--- config.mk ---
export PLATFORM = sky130hd
export DESIGN_NAME = at_command_link_relay_core
export DESIGN_NICKNAME = d
export VERILOG_FILES = /design/src/atlr_pkg.sv /design/src/atlr_ram.sv /design/src/at_command_link_relay_core.sv
export SDC_FILE = /design/constraint.sdc
export NUM_CORES = 1
export LEC_CHECK = 0
export ABC_AREA = 1
export BUFFER_PORTS_ARGS = -buffer_cell sky130_fd_sc_hd__clkbuf_2
export CAP_MARGIN = 40
export CELL_PAD_IN_SITES_DETAIL_PLACEMENT = 0
export CELL_PAD_IN_SITES_GLOBAL_PLACEMENT = 1
export CORE_ASPECT_RATIO = 1.4
export CORE_MARGIN = 2
export CORE_UTILIZATION = 52
export CTS_CLUSTER_DIAMETER = 150
export DETAILED_ROUTE_END_ITERATION = 6
export MAX_ROUTING_LAYER = met4
export PLACE_DENSITY_LB_ADDON = 0.1
export SYNTH_ARGS = -nofsm -noshare
export SYNTH_HDL_FRONTEND = slang
export SYNTH_SLANG_ARGS = --single-unit
--- constraint.sdc ---
create_clock -name clk -period 5.75 [get_ports clk]
set_input_delay 0.2875 -clock clk [delete_from_list [all_inputs] [get_ports clk]]
set_output_delay 0.2875 -clock clk [all_outputs]
set_load 0.02 [all_outputs]
--- src/atlr_pkg.sv ---
package atlr_pkg;

	localparam int unsigned ADDR_W = 48;
	localparam int unsigned STEP_W = 4;

	localparam logic [ADDR_W-1:0] PEER_A_RESET = 48'h98D3_3381_1615;
	localparam logic [ADDR_W-1:0] PEER_B_RESET = 48'h98D3_3270_CF48;

	localparam logic CFG_PEER_A = 1'b0;
	localparam logic CFG_PEER_B = 1'b1;

	localparam logic [2:0] PH_CMODE = 3'd0;
	localparam logic [2:0] PH_ROLE  = 3'd1;
	localparam logic [2:0] PH_BIND  = 3'd2;
	localparam logic [2:0] PH_LINK  = 3'd3;
	localparam logic [2:0] PH_MSG   = 3'd4;
	localparam logic [2:0] PH_DISC  = 3'd5;

	localparam logic [7:0] CHAR_CR    = 8'h0D;
	localparam logic [7:0] CHAR_LF    = 8'h0A;
	localparam logic [7:0] CHAR_COMMA = 8'h2C;

	localparam logic [8*10-1:0] CMODE_STR = "AT+CMODE=0";
	localparam logic [8*9-1:0]  ROLE_STR  = "AT+ROLE=1";
	localparam logic [8*22-1:0] BIND_STR  = "AT+BIND=0000,00,000000";
	localparam logic [8*7-1:0]  DISC_STR  = "AT+DISC";
	localparam logic [8*8-1:0]  LINK_STR  = "AT+LINK=";
	localparam logic [8*4-1:0]  OK_PAT    = {"OK", CHAR_CR, CHAR_LF};
	localparam logic [8*10-1:0] SUCC_PAT  = {":SUCCESS", CHAR_CR, CHAR_LF};
	localparam logic [8*4-1:0]  HOLA_STR  = "HOLA";

	typedef struct packed {
		logic       mode;
		logic [7:0] rx_byte;
	} evt_t;

	typedef struct packed {
		logic       tx_valid;
		logic [7:0] tx_byte;
		logic       receive_mode;
		logic       key_pin;
		logic [2:0] phase;
		logic       peer_select;
	} res_t;

	typedef logic [STEP_W-1:0] step_t;

	typedef enum logic [2:0] {
		COND_ALWAYS,
		COND_NO_INPUT,
		COND_TX_EVENT,
		COND_RX_EVENT,
		COND_PHASE_HIGH,
		COND_PHASE_MSG,
		COND_OUT_BUSY
	} cond_t;

	typedef enum logic [2:0] {
		ACT_NONE,
		ACT_ACCEPT,
		ACT_READ,
		ACT_TX_CHAR,
		ACT_TX_BAD,
		ACT_MATCH,
		ACT_STORE,
		ACT_EMIT
	} act_t;

	typedef struct packed {
		cond_t cond;
		step_t target;
		act_t  act;
	} ucode_t;

	localparam step_t STEP_IDLE    = 4'd0;
	localparam step_t STEP_TX_TEST = 4'd1;
	localparam step_t STEP_RX_TEST = 4'd2;
	localparam step_t STEP_PASS    = 4'd3;
	localparam step_t STEP_TX      = 4'd4;
	localparam step_t STEP_READ    = 4'd5;
	localparam step_t STEP_TX_CHAR = 4'd6;
	localparam step_t STEP_TX_BAD  = 4'd7;
	localparam step_t STEP_RX      = 4'd8;
	localparam step_t STEP_MATCH   = 4'd9;
	localparam step_t STEP_STORE   = 4'd10;
	localparam step_t STEP_EMIT    = 4'd11;
	localparam step_t STEP_DONE    = 4'd12;

	// A word jumps to its target when its condition holds, otherwise it falls through.
	function automatic ucode_t ucode_rom(step_t s);
		ucode_t w;
		unique case (s)
			STEP_IDLE:    w = '{cond: COND_NO_INPUT,   target: STEP_IDLE,    act: ACT_ACCEPT};
			STEP_TX_TEST: w = '{cond: COND_TX_EVENT,   target: STEP_TX,      act: ACT_NONE};
			STEP_RX_TEST: w = '{cond: COND_RX_EVENT,   target: STEP_RX,      act: ACT_NONE};
			STEP_PASS:    w = '{cond: COND_ALWAYS,     target: STEP_EMIT,    act: ACT_NONE};
			STEP_TX:      w = '{cond: COND_PHASE_HIGH, target: STEP_TX_BAD,  act: ACT_NONE};
			STEP_READ:    w = '{cond: COND_ALWAYS,     target: STEP_TX_CHAR, act: ACT_READ};
			STEP_TX_CHAR: w = '{cond: COND_ALWAYS,     target: STEP_EMIT,    act: ACT_TX_CHAR};
			STEP_TX_BAD:  w = '{cond: COND_ALWAYS,     target: STEP_EMIT,    act: ACT_TX_BAD};
			STEP_RX:      w = '{cond: COND_PHASE_MSG,  target: STEP_STORE,   act: ACT_NONE};
			STEP_MATCH:   w = '{cond: COND_ALWAYS,     target: STEP_EMIT,    act: ACT_MATCH};
			STEP_STORE:   w = '{cond: COND_ALWAYS,     target: STEP_EMIT,    act: ACT_STORE};
			STEP_EMIT:    w = '{cond: COND_OUT_BUSY,   target: STEP_EMIT,    act: ACT_EMIT};
			STEP_DONE:    w = '{cond: COND_ALWAYS,     target: STEP_IDLE,    act: ACT_NONE};
			default:      w = '{cond: COND_ALWAYS,     target: STEP_IDLE,    act: ACT_NONE};
		endcase
		return w;
	endfunction

	// Command length for the fixed-text phases; the message phase is sized by the top level.
	function automatic logic [6:0] cmd_len(logic [2:0] ph);
		logic [6:0] n;
		unique case (ph)
			PH_CMODE: n = 7'd10;
			PH_ROLE:  n = 7'd9;
			PH_BIND:  n = 7'd22;
			PH_LINK:  n = 7'd22;
			default:  n = 7'd7;
		endcase
		return n;
	endfunction

	function automatic logic [7:0] cmd_char(logic [2:0] ph, logic [6:0] pos);
		logic [7:0] c;
		c = 8'h00;
		unique case (ph)
			PH_CMODE: if (pos < 7'd10) c = CMODE_STR[8*(9-int'(pos)) +: 8];
			PH_ROLE:  if (pos < 7'd9)  c = ROLE_STR[8*(8-int'(pos)) +: 8];
			PH_BIND:  if (pos < 7'd22) c = BIND_STR[8*(21-int'(pos)) +: 8];
			default:  if (pos < 7'd7)  c = DISC_STR[8*(6-int'(pos)) +: 8];
		endcase
		return c;
	endfunction

	function automatic logic [7:0] hex_char(logic [3:0] nib);
		logic [7:0] c;
		if (nib < 4'd10) begin
			c = 8'h30 + {4'h0, nib};
		end else begin
			c = 8'h37 + {4'h0, nib};
		end
		return c;
	endfunction

	// Address is printed as 4, 2 and 6 hex digits separated by commas.
	function automatic logic [7:0] link_char(logic [ADDR_W-1:0] addr, logic [6:0] pos);
		logic [6:0] digit;
		logic [7:0] c;
		c = 8'h00;
		if (pos < 7'd8) begin
			c = LINK_STR[8*(7-int'(pos)) +: 8];
		end else if (pos == 7'd12 || pos == 7'd15) begin
			c = CHAR_COMMA;
		end else begin
			if (pos < 7'd12) begin
				digit = pos - 7'd8;
			end else if (pos < 7'd15) begin
				digit = pos - 7'd9;
			end else begin
				digit = pos - 7'd10;
			end
			if (digit <= 7'd11) c = hex_char(addr[4*(11-int'(digit)) +: 4]);
		end
		return c;
	endfunction

	function automatic logic [7:0] ok_char(logic [6:0] pos);
		logic [7:0] c;
		c = 8'h00;
		if (pos < 7'd4) c = OK_PAT[8*(3-int'(pos)) +: 8];
		return c;
	endfunction

	function automatic logic [7:0] succ_char(logic [6:0] pos);
		logic [7:0] c;
		c = 8'h00;
		if (pos < 7'd10) c = SUCC_PAT[8*(9-int'(pos)) +: 8];
		return c;
	endfunction

	// Contents of a buffer entry that has never been written or cleared.
	function automatic logic [7:0] hola_char(logic [6:0] pos);
		logic [7:0] c;
		c = 8'h00;
		if (pos < 7'd4) c = HOLA_STR[8*(3-int'(pos)) +: 8];
		return c;
	endfunction

endpackage

--- src/atlr_ram.sv ---
module atlr_ram #(
	parameter int unsigned WIDTH = 8,
	parameter int unsigned DEPTH = 128,
	localparam int unsigned AW = $clog2(DEPTH)
) (
	input  logic             clk,
	input  logic             we,
	input  logic [AW-1:0]    waddr,
	input  logic [WIDTH-1:0] wdata,
	input  logic             re,
	input  logic [AW-1:0]    raddr,
	output logic [WIDTH-1:0] rdata
);

	logic [WIDTH-1:0] mem_q [DEPTH];

	always_ff @(posedge clk) begin
		if (we) mem_q[waddr] <= wdata;
		if (re) rdata <= mem_q[raddr];
	end

endmodule

--- src/at_command_link_relay_core.sv ---
// A result is offered once its transaction has passed through the microcode steps of the
// sequencer: accept, direction tests, the steps for its action, then emit.
// One transaction at a time: a new one is accepted only after the last result is emitted.
// Reset: sequencer to idle, phase, position, peer and direction cleared, key pin high.
// Each buffer keeps a fill count cleared at reset; entries past it read back as HOLA and
// zeros, or as zeros once the buffer was wiped, so no clearing pass is needed.
module at_command_link_relay_core #(
	parameter int unsigned MSG_LEN = 64
) (
	input  logic                          clk,
	input  logic                          arst_n,
	input  logic                          evt_valid,
	output logic                          evt_ready,
	input  atlr_pkg::evt_t                evt,
	output logic                          res_valid,
	input  logic                          res_ready,
	output atlr_pkg::res_t                res,
	input  logic                          cfg_we,
	input  logic                          cfg_index,
	input  logic [atlr_pkg::ADDR_W-1:0]   cfg_data
);

	import atlr_pkg::*;

	localparam int unsigned DEPTH = 2 * MSG_LEN;
	localparam int unsigned AW = $clog2(DEPTH);
	localparam logic [6:0] MSG_LEN_W = 7'(MSG_LEN);
	localparam logic [AW-1:0] MSG_BASE = AW'(MSG_LEN);

	step_t             step_q, step_d;
	ucode_t            uc;
	logic              cond_hit;
	logic              out_busy;

	logic [ADDR_W-1:0] peer_a_q, peer_b_q;
	logic [2:0]        phase_q;
	logic [6:0]        pos_q;
	logic              peer_q, recv_q, pin_q;
	logic              txv_q;
	logic [7:0]        txb_q;
	logic              mode_q;
	logic [7:0]        rxb_q;
	logic [6:0]        fill_a_q, fill_b_q;
	logic [1:0]        zero_q;
	logic              res_valid_q;
	res_t              res_q;

	logic [6:0]        cmd_n;
	logic [AW-1:0]     rd_addr, wr_addr;
	logic              rd_hit;
	logic [7:0]        mem_rdata;
	logic [7:0]        msg_char, tx_char;
	logic [6:0]        pat_n;
	logic [7:0]        pat_c;
	logic              pat_use, pat_hit, pat_last;
	logic              store_end;
	logic              mem_we, mem_re;

	assign uc = ucode_rom(step_q);
	assign out_busy = res_valid_q && !res_ready;
	assign evt_ready = (uc.act == ACT_ACCEPT);

	always_comb begin
		unique case (uc.cond)
			COND_ALWAYS:     cond_hit = 1'b1;
			COND_NO_INPUT:   cond_hit = !evt_valid;
			COND_TX_EVENT:   cond_hit = !mode_q && !recv_q;
			COND_RX_EVENT:   cond_hit = mode_q && recv_q;
			COND_PHASE_HIGH: cond_hit = (phase_q > PH_DISC);
			COND_PHASE_MSG:  cond_hit = (phase_q == PH_MSG);
			COND_OUT_BUSY:   cond_hit = out_busy;
			default:         cond_hit = 1'b1;
		endcase
		step_d = cond_hit ? uc.target : step_t'(step_q + 1'b1);
	end

	always_ff @(posedge clk or negedge arst_n) begin
		if (!arst_n) begin
			step_q <= STEP_IDLE;
		end else begin
			step_q <= step_d;
		end
	end

	// Message reads address the buffer of the current peer; replies go to the other one.
	assign rd_addr = peer_q ? MSG_BASE + AW'(pos_q) : AW'(pos_q);
	assign wr_addr = peer_q ? AW'(pos_q) : MSG_BASE + AW'(pos_q);

	assign cmd_n = (phase_q == PH_MSG) ? MSG_LEN_W : cmd_len(phase_q);

	// An entry that was never written shows HOLA, or zero once its buffer was cleared.
	assign rd_hit = (pos_q < MSG_LEN_W) && (pos_q < (peer_q ? fill_b_q : fill_a_q));
	assign msg_char = rd_hit ? mem_rdata : (zero_q[peer_q] ? 8'h00 : hola_char(pos_q));

	always_comb begin
		unique case (phase_q)
			PH_MSG:  tx_char = msg_char;
			PH_LINK: tx_char = link_char(peer_q ? peer_b_q : peer_a_q, pos_q);
			default: tx_char = cmd_char(phase_q, pos_q);
		endcase
	end

	assign pat_use  = (phase_q <= PH_LINK) || (phase_q == PH_DISC);
	assign pat_n    = (phase_q == PH_DISC) ? 7'd10 : 7'd4;
	assign pat_c    = (phase_q == PH_DISC) ? succ_char(pos_q) : ok_char(pos_q);
	assign pat_hit  = pat_use && (pos_q < pat_n) && (rxb_q == pat_c);
	assign pat_last = (pos_q == pat_n - 7'd1);

	assign store_end = (rxb_q == CHAR_LF) || (pos_q >= MSG_LEN_W);
	assign mem_we = (uc.act == ACT_STORE) && !store_end;
	assign mem_re = (uc.act == ACT_READ);

	atlr_ram #(
		.WIDTH (8),
		.DEPTH (DEPTH)
	) u_store (
		.clk   (clk),
		.we    (mem_we),
		.waddr (wr_addr),
		.wdata (rxb_q),
		.re    (mem_re),
		.raddr (rd_addr),
		.rdata (mem_rdata)
	);

	always_ff @(posedge clk or negedge arst_n) begin
		if (!arst_n) begin
			peer_a_q    <= PEER_A_RESET;
			peer_b_q    <= PEER_B_RESET;
			phase_q     <= PH_CMODE;
			pos_q       <= '0;
			peer_q      <= 1'b0;
			recv_q      <= 1'b0;
			pin_q       <= 1'b1;
			txv_q       <= 1'b0;
			fill_a_q    <= '0;
			fill_b_q    <= '0;
			zero_q      <= '0;
			res_valid_q <= 1'b0;
		end else begin
			if (cfg_we) begin
				unique case (cfg_index)
					CFG_PEER_A: peer_a_q <= cfg_data;
					CFG_PEER_B: peer_b_q <= cfg_data;
					default:    peer_a_q <= cfg_data;
				endcase
			end
			// A stalled result stays; the emit step only runs once the output is free.
			res_valid_q <= out_busy || (uc.act == ACT_EMIT);
			unique case (uc.act)
				ACT_ACCEPT: begin
					if (evt_valid) txv_q <= 1'b0;
				end
				ACT_TX_CHAR: begin
					if (phase_q == PH_MSG) pin_q <= 1'b0;
					if (phase_q == PH_DISC) pin_q <= 1'b1;
					if (pos_q <= cmd_n + 7'd1) begin
						txv_q <= 1'b1;
						pos_q <= pos_q + 7'd1;
					end else begin
						pos_q  <= '0;
						recv_q <= 1'b1;
					end
				end
				ACT_TX_BAD: begin
					txv_q  <= 1'b1;
					recv_q <= 1'b1;
				end
				ACT_MATCH: begin
					if (pat_hit) begin
						if (pat_last) begin
							pos_q  <= '0;
							recv_q <= 1'b0;
							if (phase_q == PH_DISC) begin
								phase_q <= PH_LINK;
								peer_q  <= ~peer_q;
							end else begin
								phase_q <= phase_q + 3'd1;
							end
						end else begin
							pos_q <= pos_q + 7'd1;
						end
					end
				end
				ACT_STORE: begin
					if (store_end) begin
						pos_q   <= '0;
						phase_q <= PH_DISC;
						recv_q  <= 1'b0;
					end else begin
						pos_q <= pos_q + 7'd1;
					end
					// Every reply byte wipes the buffer that was just sent.
					if (peer_q) begin
						fill_b_q <= '0;
						if (!store_end) fill_a_q <= pos_q + 7'd1;
					end else begin
						fill_a_q <= '0;
						if (!store_end) fill_b_q <= pos_q + 7'd1;
					end
					zero_q[peer_q] <= 1'b1;
				end
				default: ;
			endcase
		end
	end

	always_ff @(posedge clk) begin
		unique case (uc.act)
			ACT_ACCEPT: begin
				if (evt_valid) begin
					mode_q <= evt.mode;
					rxb_q  <= evt.rx_byte;
					txb_q  <= 8'h00;
				end
			end
			ACT_TX_CHAR: begin
				if (pos_q < cmd_n) begin
					txb_q <= tx_char;
				end else if (pos_q == cmd_n) begin
					txb_q <= CHAR_CR;
				end else if (pos_q == cmd_n + 7'd1) begin
					txb_q <= CHAR_LF;
				end
			end
			ACT_TX_BAD: txb_q <= 8'h00;
			ACT_EMIT: begin
				if (!out_busy) begin
					res_q.tx_valid     <= txv_q;
					res_q.tx_byte      <= txb_q;
					res_q.receive_mode <= recv_q;
					res_q.key_pin      <= pin_q;
					res_q.phase        <= phase_q;
					res_q.peer_select  <= peer_q;
				end
			end
			default: ;
		endcase
	end

	assign res_valid = res_valid_q;
	assign res = res_q;

endmodule

==> metrics.csv, run 1 <==
stage,metric,value,unit
sta,final slew viol count,0,
die,Initial Util,52.2,%
critical_path,flop2flop setup slack,1170,ps
yosys,Syn Area/Cell,12.2,sq um
global_routing,Tot GR Track Use,30.4,%
clock_network,Clock Pin Slew Worst Setup and Hold Paths,60,ps
clock_network,CTS tree,yes,
run_status,status,"complete, no violations",
yosys,Post-synth EDFFs,1064,
yosys,top cell type's share of synthesized area,63.5,%
critical_path,Worst EP required,6110,ps
sta,setup TNS,0,ps
clock_network,Clock Tree Root,clkbuf_16,
layout,most frequent cells in the layout,"edfxtp_1, nor2_1, o21ai_0",
yosys,top_reg_cell synth,edfxtp_1,
global_routing,vias in the first global route,33200,
yosys,syn_nets,4243,
worst_hold_path,worst min path class,input pin to flop,
route,Via density,6.10,
sta,fmax,219,MHz
critical_path,worst r2r path cells,14,
yosys,Seq cells post-synth,1195,
clock_network,clock sinks,1195,
clock_network,worst-case clock buffer depth,3,
sta,Hold WS,119,ps
route,Total Wirelength,146000,um
layout,Layout Area Growth over Synthesis,11.7,%
layout,final instance area,56200,sq um
clock_network,"Clk Latency, worst-skew pair",740,ps
die,DIE HEIGHT,372,um
placed_design,RePlAce Congestion,0.938,
sta,final setup vio count,0,
layout,Layout Nets,4330,
layout,ant diodes,0,
critical_path,CP Class,flop to flop,
die,core footprint,96300,sq um
yosys,sequential area share after synthesis,70.1,%
run,max-cap viol count,0,
power_and_ir_drop,Power per Cell Area,447,nW/um^2
yosys,count of different cell masters after synthesis,70,
sta,Fin Clk Skew,39.0,ps
power_and_ir_drop,total power,25.1,mW
die,I/O Pins,80,
route,DRT iter0 DRCs,3554,
yosys,mapped cell area,50300,sq um
critical_path,worst-path fanout max,12,
route,drt first pass iters,6,
sta,max_slew headroom,37.3,%
placed_design,Post-DP Area,52100,sq um
power_and_ir_drop,Max IR drop VDD,0.336,mV
die,Die Wd,267,um
sta,Final period util,79.6,%
global_routing,largest net degree at the start of global routing,142,
placed_design,DP HPWL,89500,um
sta,RSZ-0062 raised after global routing,no,
global_routing,first-pass GRT wire length,216000,um
yosys,synth warn,0,
critical_path,Critical Path End,u_store.mem_q[80][0],
layout,Finished Core Util,58.3,%
critical_path,CP Launch Type,flop,
global_routing,gr ovfl total,0,
layout,"commonest non-fill, non-tap cell in the layout",edfxtp_1,
critical_path,worst r2r src,step_q[3],
global_routing,initial antenna violation count,0,
yosys,Post-Syn Instances,4126,
power_and_ir_drop,leakage power,19.4,nW
critical_path,r2r endpoint,u_store.mem_q[80][0],
critical_path,CP Capture Type,flop,
layout,layout cells sized above 1,10.2,%
clock_network,post-CTS sizing,0,
die,die area,99300,sq um
yosys,post-synthesis async set-or-reset flop share,11.0,%
yosys,largest area contributor in the netlist,edfxtp_1,
critical_path,CP arrival,4930,ps
placed_design,IO buf count,79,
route,via count,33800,
sta,Final min period,4580,ps
yosys,Area contributors post-synth,"edfxtp_1, o21ai_0, nor2_1",
sta,Hold Fails Final Rpt,0,
clock_network,TritonCTS Buffers,109,
critical_path,crit path launch,step_q[3],
sta,Least-Margin Pin Slew,940,ps
route,DRT antenna net count,0,
route,DRC Markers,0,
die,Rows,135,
clock_network,htree depth,3,
route,drt wl/cell,26.4,um
==> where the power goes <==
group / switching [mW] / total, mW / leakage (nW) / internal [mW]
Clock: 3.27 / 7.17 / 1.67 / 3.90
Sequential: 0.181 / 10.3 / 11.1 / 10.1
Combinational: 5.56 / 7.66 / 6.59 / 2.10
Total: 9.01 / 25.1 / 19.4 / 16.1
==> cells in the mapped netlist (3+ instances only) <==
cell type     n
a211oi_1      3
a21oi_1      62
a21oi_2       4
a221o_1      15
a221oi_1    250
a22oi_1      22
a31oi_1      21
and3_1        5
buf_1        28
buf_2        25
buf_4         6
clkbuf_1    198
dfrtp_1      88
dfstp_2      43
edfxtp_1   1064
ha_1         54
inv_1       180
inv_2        12
mux2i_1      14
nand2_1     420
nand2_2      11
nand3_1     208
nand3_2       4
nand3b_1      3
nand4_1      10
nor2_1      610
nor2_4        6
nor3_1       42
nor4_1        5
o2111ai_1     5
o211ai_1     21
o21ai_0     563
o21ai_1       4
o221ai_1     12
o22ai_1      35
o311ai_0      7
o31ai_1       8
or2_2         3
xor2_1       14
==> critical path, stage by stage (launching register included) <==
cell      delay [ps]
dfrtp_1          480
inv_1            130
nor2_1            50
inv_1            130
nor2_1            70
a221oi_1         350
inv_1            150
nor2_1           110
inv_1             50
nor2_1           400
nand3_1          280
buf_4            270
nor2_1           290
nand2_2          590
nor2_1           820
==> per-layer routing <==
| layer | GRT usage [%] | vias to the layer above | wire length (um) |
|---|---|---|---|
| met3 | 3.21 | 274 | 8830 |
| met4 | 13.8 | 0 | 6680 |
| met2 | 51.9 | 1265 | 75400 |
| met5 | - | - | 0 |
| li1 | - | 15500 | - |
| met1 | 36.6 | 16800 | 55600 |
==> area by class of cell <==
| type | count | area [sq um] |
|---|---|---|
| Timing Repair Buffer | 236 | 1860 |
| Tap cell | 1233 | 1540 |
| Sequential cell | 1195 | 35300 |
| Multi-Input combinational cell | 2474 | 13200 |
| Inverter | 197 | 771 |
| Clock buffer | 132 | 2810 |
| Clock inverter | 71 | 654 |
| Fill cell | 7873 | 40100 |
==> what timing repair did <==
action                                  4_1_cts  5_1_grt
hold buffers                                 59        0
endpoints found under the hold margin       161        0
setup buffers                                 0        0
endpoints found under the setup margin        0        0
==> state kept, by name, summed over array words and instances, names as in the netlist <==
signal         cells
fill_b_q           7
zero_q             2
res_valid          1
mode_q             1
peer_b_q          48
res               15
peer_q             1
txv_q              1
u_store.mem_q   1024
recv_q             1
pos_q              7
phase_q            3
fill_a_q           7
pin_q              1
step_q             4
peer_a_q          48
txb_q              8
u_store.rdata      8
rxb_q              8
==> stage by stage <==
stage                     setup WS, ps  std cells
final                             1170       5538
after global routing              1000       5538
after CTS                         1310       5538
after detailed placement          1350       5276
after global placement            1250       5262
after floorplan                   1260       4126
==> kinds of logic after synthesis <==
kind of cell	Yosys count	synth area share, %
mux	14	0.279
fa+ha+maj	54	1.34
compound gates	1050	13.2
flops	1195	70.1
buf+inv	457	3.59
simple gates	1340	11.1
xor+xnor	16	0.279
==> worst min path at each step <==
| stage | from | to | slack [ps] | cells after the start |
|---|---|---|---|---|
| 3_5_place_dp | arst_n | peer_a_q[46] | 390 | 1 |
| 2_1_floorplan | arst_n | fill_a_q[0] | -8 | 0 |
| 6_report | evt_valid | txv_q | 120 | 4 |
| 5_1_grt | evt_valid | txv_q | 210 | 4 |
| 3_3_place_gp | arst_n | peer_b_q[46] | 400 | 1 |
| 4_1_cts | evt_valid | txv_q | 100 | 4 |
No activity file was read; power rests on OpenSTA's default activity.
==> run 2: changes to the inputs <==
==> constraint.sdc (replaced) <==
create_clock -name clk -period 4.7 [get_ports clk]
set_input_delay 0.235 -clock clk [delete_from_list [all_inputs] [get_ports clk]]
set_output_delay 0.235 -clock clk [all_outputs]
set_load 0.02 [all_outputs]
==> metrics.csv, run 2 (synthesis results as in run 1) <==
stage,metric,value,unit,change
run_status,status,"complete, no violations",,
layout,Largest register FFs,1024,,unchanged
clock_network,TritonCTS Buffers,112,,+2.8%
clock_network,"Clk Latency, worst-skew pair",730,ps,about the same
die,DIE HEIGHT,372,um,unchanged
sta,Hold WS,60.2,ps,-58.5 ps
placed_design,Post-DP Area,52700,sq um,+1.0%
global_routing,first-pass GRT wire length,215000,um,-0.23%
power_and_ir_drop,leakage power,19.8,nW,+2.0%
route,drt wl/cell,26.0,um,-1.6%
die,die area,99300,sq um,unchanged
die,Die Wd,267,um,unchanged
power_and_ir_drop,Flop pwr share,40.8,%,-0.2 points
global_routing,initial antenna violation count,0,,unchanged
layout,Layout Area Growth over Synthesis,12.8,%,
sta,Fin Clk Skew,28.6,ps,-10.4 ps
clock_network,Post-CTS Setup Bufs,0,,unchanged
die,Initial Util,52.2,%,unchanged
sta,Final period util,91.8,%,+12 points
route,Via density,6.09,,-0.19%
layout,final instance area,56800,sq um,+1.0%
sta,setup TNS,0,ps,unchanged
power_and_ir_drop,combinational share of power,30.8,%,+0.3 points
route,DRT iter0 DRCs,3798,,+6.9%
power_and_ir_drop,Max IR drop VDD,0.327,mV,-2.4%
layout,top flop regs,"u_store.mem_q: 1024 flops, peer_a_q: 48 flops, peer_b_q: 48 flops",,
die,I/O Pins,80,,unchanged
critical_path,CP Capture Type,flop,,
layout,ant diodes,0,,unchanged
sta,Hold Fails Final Rpt,0,,unchanged
global_routing,gr ovfl total,0,,unchanged
die,Rows,135,,unchanged
sta,Least-Margin Pin Slew,904,ps,-35.9 ps
layout,layout cells sized above 1,11.5,%,+1.3 points
clock_network,Clock Tree Root,clkbuf_16,,
sta,Final min period,4320,ps,-259 ps
layout,Finished Core Util,59.0,%,+0.61 points
clock_network,CTS tree,yes,,
run,max-cap viol count,0,,unchanged
layout,most frequent cells in the layout,"edfxtp_1, nor2_1, o21ai_0",,
power_and_ir_drop,total power,30.9,mW,+23%
layout,"commonest non-fill, non-tap cell in the layout",edfxtp_1,,
sta,max_slew headroom,39.7,%,+2.4 points
power_and_ir_drop,Switching Share,35.6,%,-0.29 points
power_and_ir_drop,Pint,19.9,mW,+23%
layout,sequential cell area,35300,sq um,unchanged
route,Total Wirelength,146000,um,-0.42%
layout,most flop-heavy register,u_store.mem_q,,
sta,RSZ-0062 raised after global routing,no,,
critical_path,CP Class,flop to flop,,
route,via count,34100,,+0.98%
layout,FILL cells,7849,,-0.30%
global_routing,vias in the first global route,33400,,+0.64%
sta,final slew viol count,0,,unchanged
layout,multi-input logic area,13200,sq um,about the same
placed_design,DP HPWL,89600,um,about the same
critical_path,Worst EP required,5120,ps,-990 ps
power_and_ir_drop,clock power share,28.3,%,-0.2 points
global_routing,Tot GR Track Use,30.3,%,-0.16 points
global_routing,largest net degree at the start of global routing,148,,+4.2%
die,core footprint,96300,sq um,unchanged
clock_network,worst-case clock buffer depth,3,,unchanged
power_and_ir_drop,Power per Cell Area,544,nW/um^2,+22%
critical_path,worst-path fanout max,121,,+109
clock_network,htree depth,3,,unchanged
layout,Layout Nets,4390,,+1.4%
critical_path,CP arrival,4740,ps,-190 ps
sta,fmax,232,MHz,+6.0%
clock_network,clock sinks,1195,,unchanged
clock_network,Clock Pin Slew Worst Setup and Hold Paths,70,ps,about the same
placed_design,RePlAce Congestion,0.944,,+0.62%
worst_hold_path,worst min path class,input pin to flop,,
power_and_ir_drop,Net Switching,11.0,mW,+22%
route,drt first pass iters,6,,unchanged
route,DRT antenna net count,0,,unchanged
sta,final setup vio count,0,,unchanged
critical_path,CP Launch Type,flop,,
route,DRC Markers,0,,unchanged
placed_design,IO buf count,79,,unchanged
## run 2: cell count changes in the layout (fill, tap and decap cells not counted), sizes merged
cell and change:
clkinv +2, clkbuf +12, buf +56, dlygate4sd3 +1
clkinvlp -2, inv -1, bufinv -3
## run 2: timing repair
action,4_1_cts,5_1_grt
hold buffers,60,0
hold endpoints to repair,191,0
gates resized for setup,0,0
## run 2: critical path, cell delays in order (launching register included)
cell and delay (ps):
dfrtp_4 520, inv_4 240, buf_12 440, nor2_4 70, buf_12 210, buf_12 250
a221oi_1 500, o22ai_1 130, o21ai_0 400, nand3_1 250, a21oi_1 550, a41oi_1 170
## run 2: metal layers
layer / vias up / global-route usage, % / part of all wire, %
li1: 15600 / - / -
met1: 16900 / 36.6 / 38
met2: 1323 / 52.0 / 51
met3: 294 / 2.95 / 5.8
met4: 0 / 13.0 / 4.5
met5: - / - / 0
## run 2: area by class of cell
cell class                      count  area share, %
Clock buffer                      144           5.26
Clock inverter                     67          0.917
Inverter                          197           1.36
Multi-Input combinational cell   2474           23.3
Sequential cell                  1195           62.2
Tap cell                         1233           2.72
Timing Repair Buffer              293           4.26
## run 2: power by group through the flow
| stage | combinational, mW | sequential, mW | clock (mW) |
|---|---|---|---|
| after global routing | 10.4 | 12.6 | 9.26 |
| after floorplan | 5.67 | 13.0 | 0 |
| after global placement | 9.36 | 12.8 | 0 |
| after detailed placement | 9.44 | 12.8 | 0 |
| final | 9.51 | 12.6 | 8.74 |
| after CTS | 9.52 | 12.6 | 8.85 |
## run 2: worst paths after layout
kind | startpoint | to | slack (ps) | depth (start not counted)
worst max-delay path | pos_q[1] | u_store.rdata[1] | 380 | 11
worst min-delay path | cfg_we | peer_a_q[39] | 60 | 4
worst max register to register | pos_q[1] | u_store.rdata[1] | 380 | 11
worst min register to register | txb_q[0] | res[6] | 440 | 0
max in group asynchronous | arst_n | peer_b_q[35] | 3650 | 3
min in group asynchronous | arst_n | peer_a_q[33] | 90 | 2
## run 2: stage by stage
| step | worst slack (ps) | std cells |
|---|---|---|
| global route | 12.4 | 5603 |
| CTS | 420 | 5603 |
| global placement | 505 | 5326 |
| detailed placement | 438 | 5332 |
| finish | 384 | 5603 |
| floorplan | 212 | 4126 |
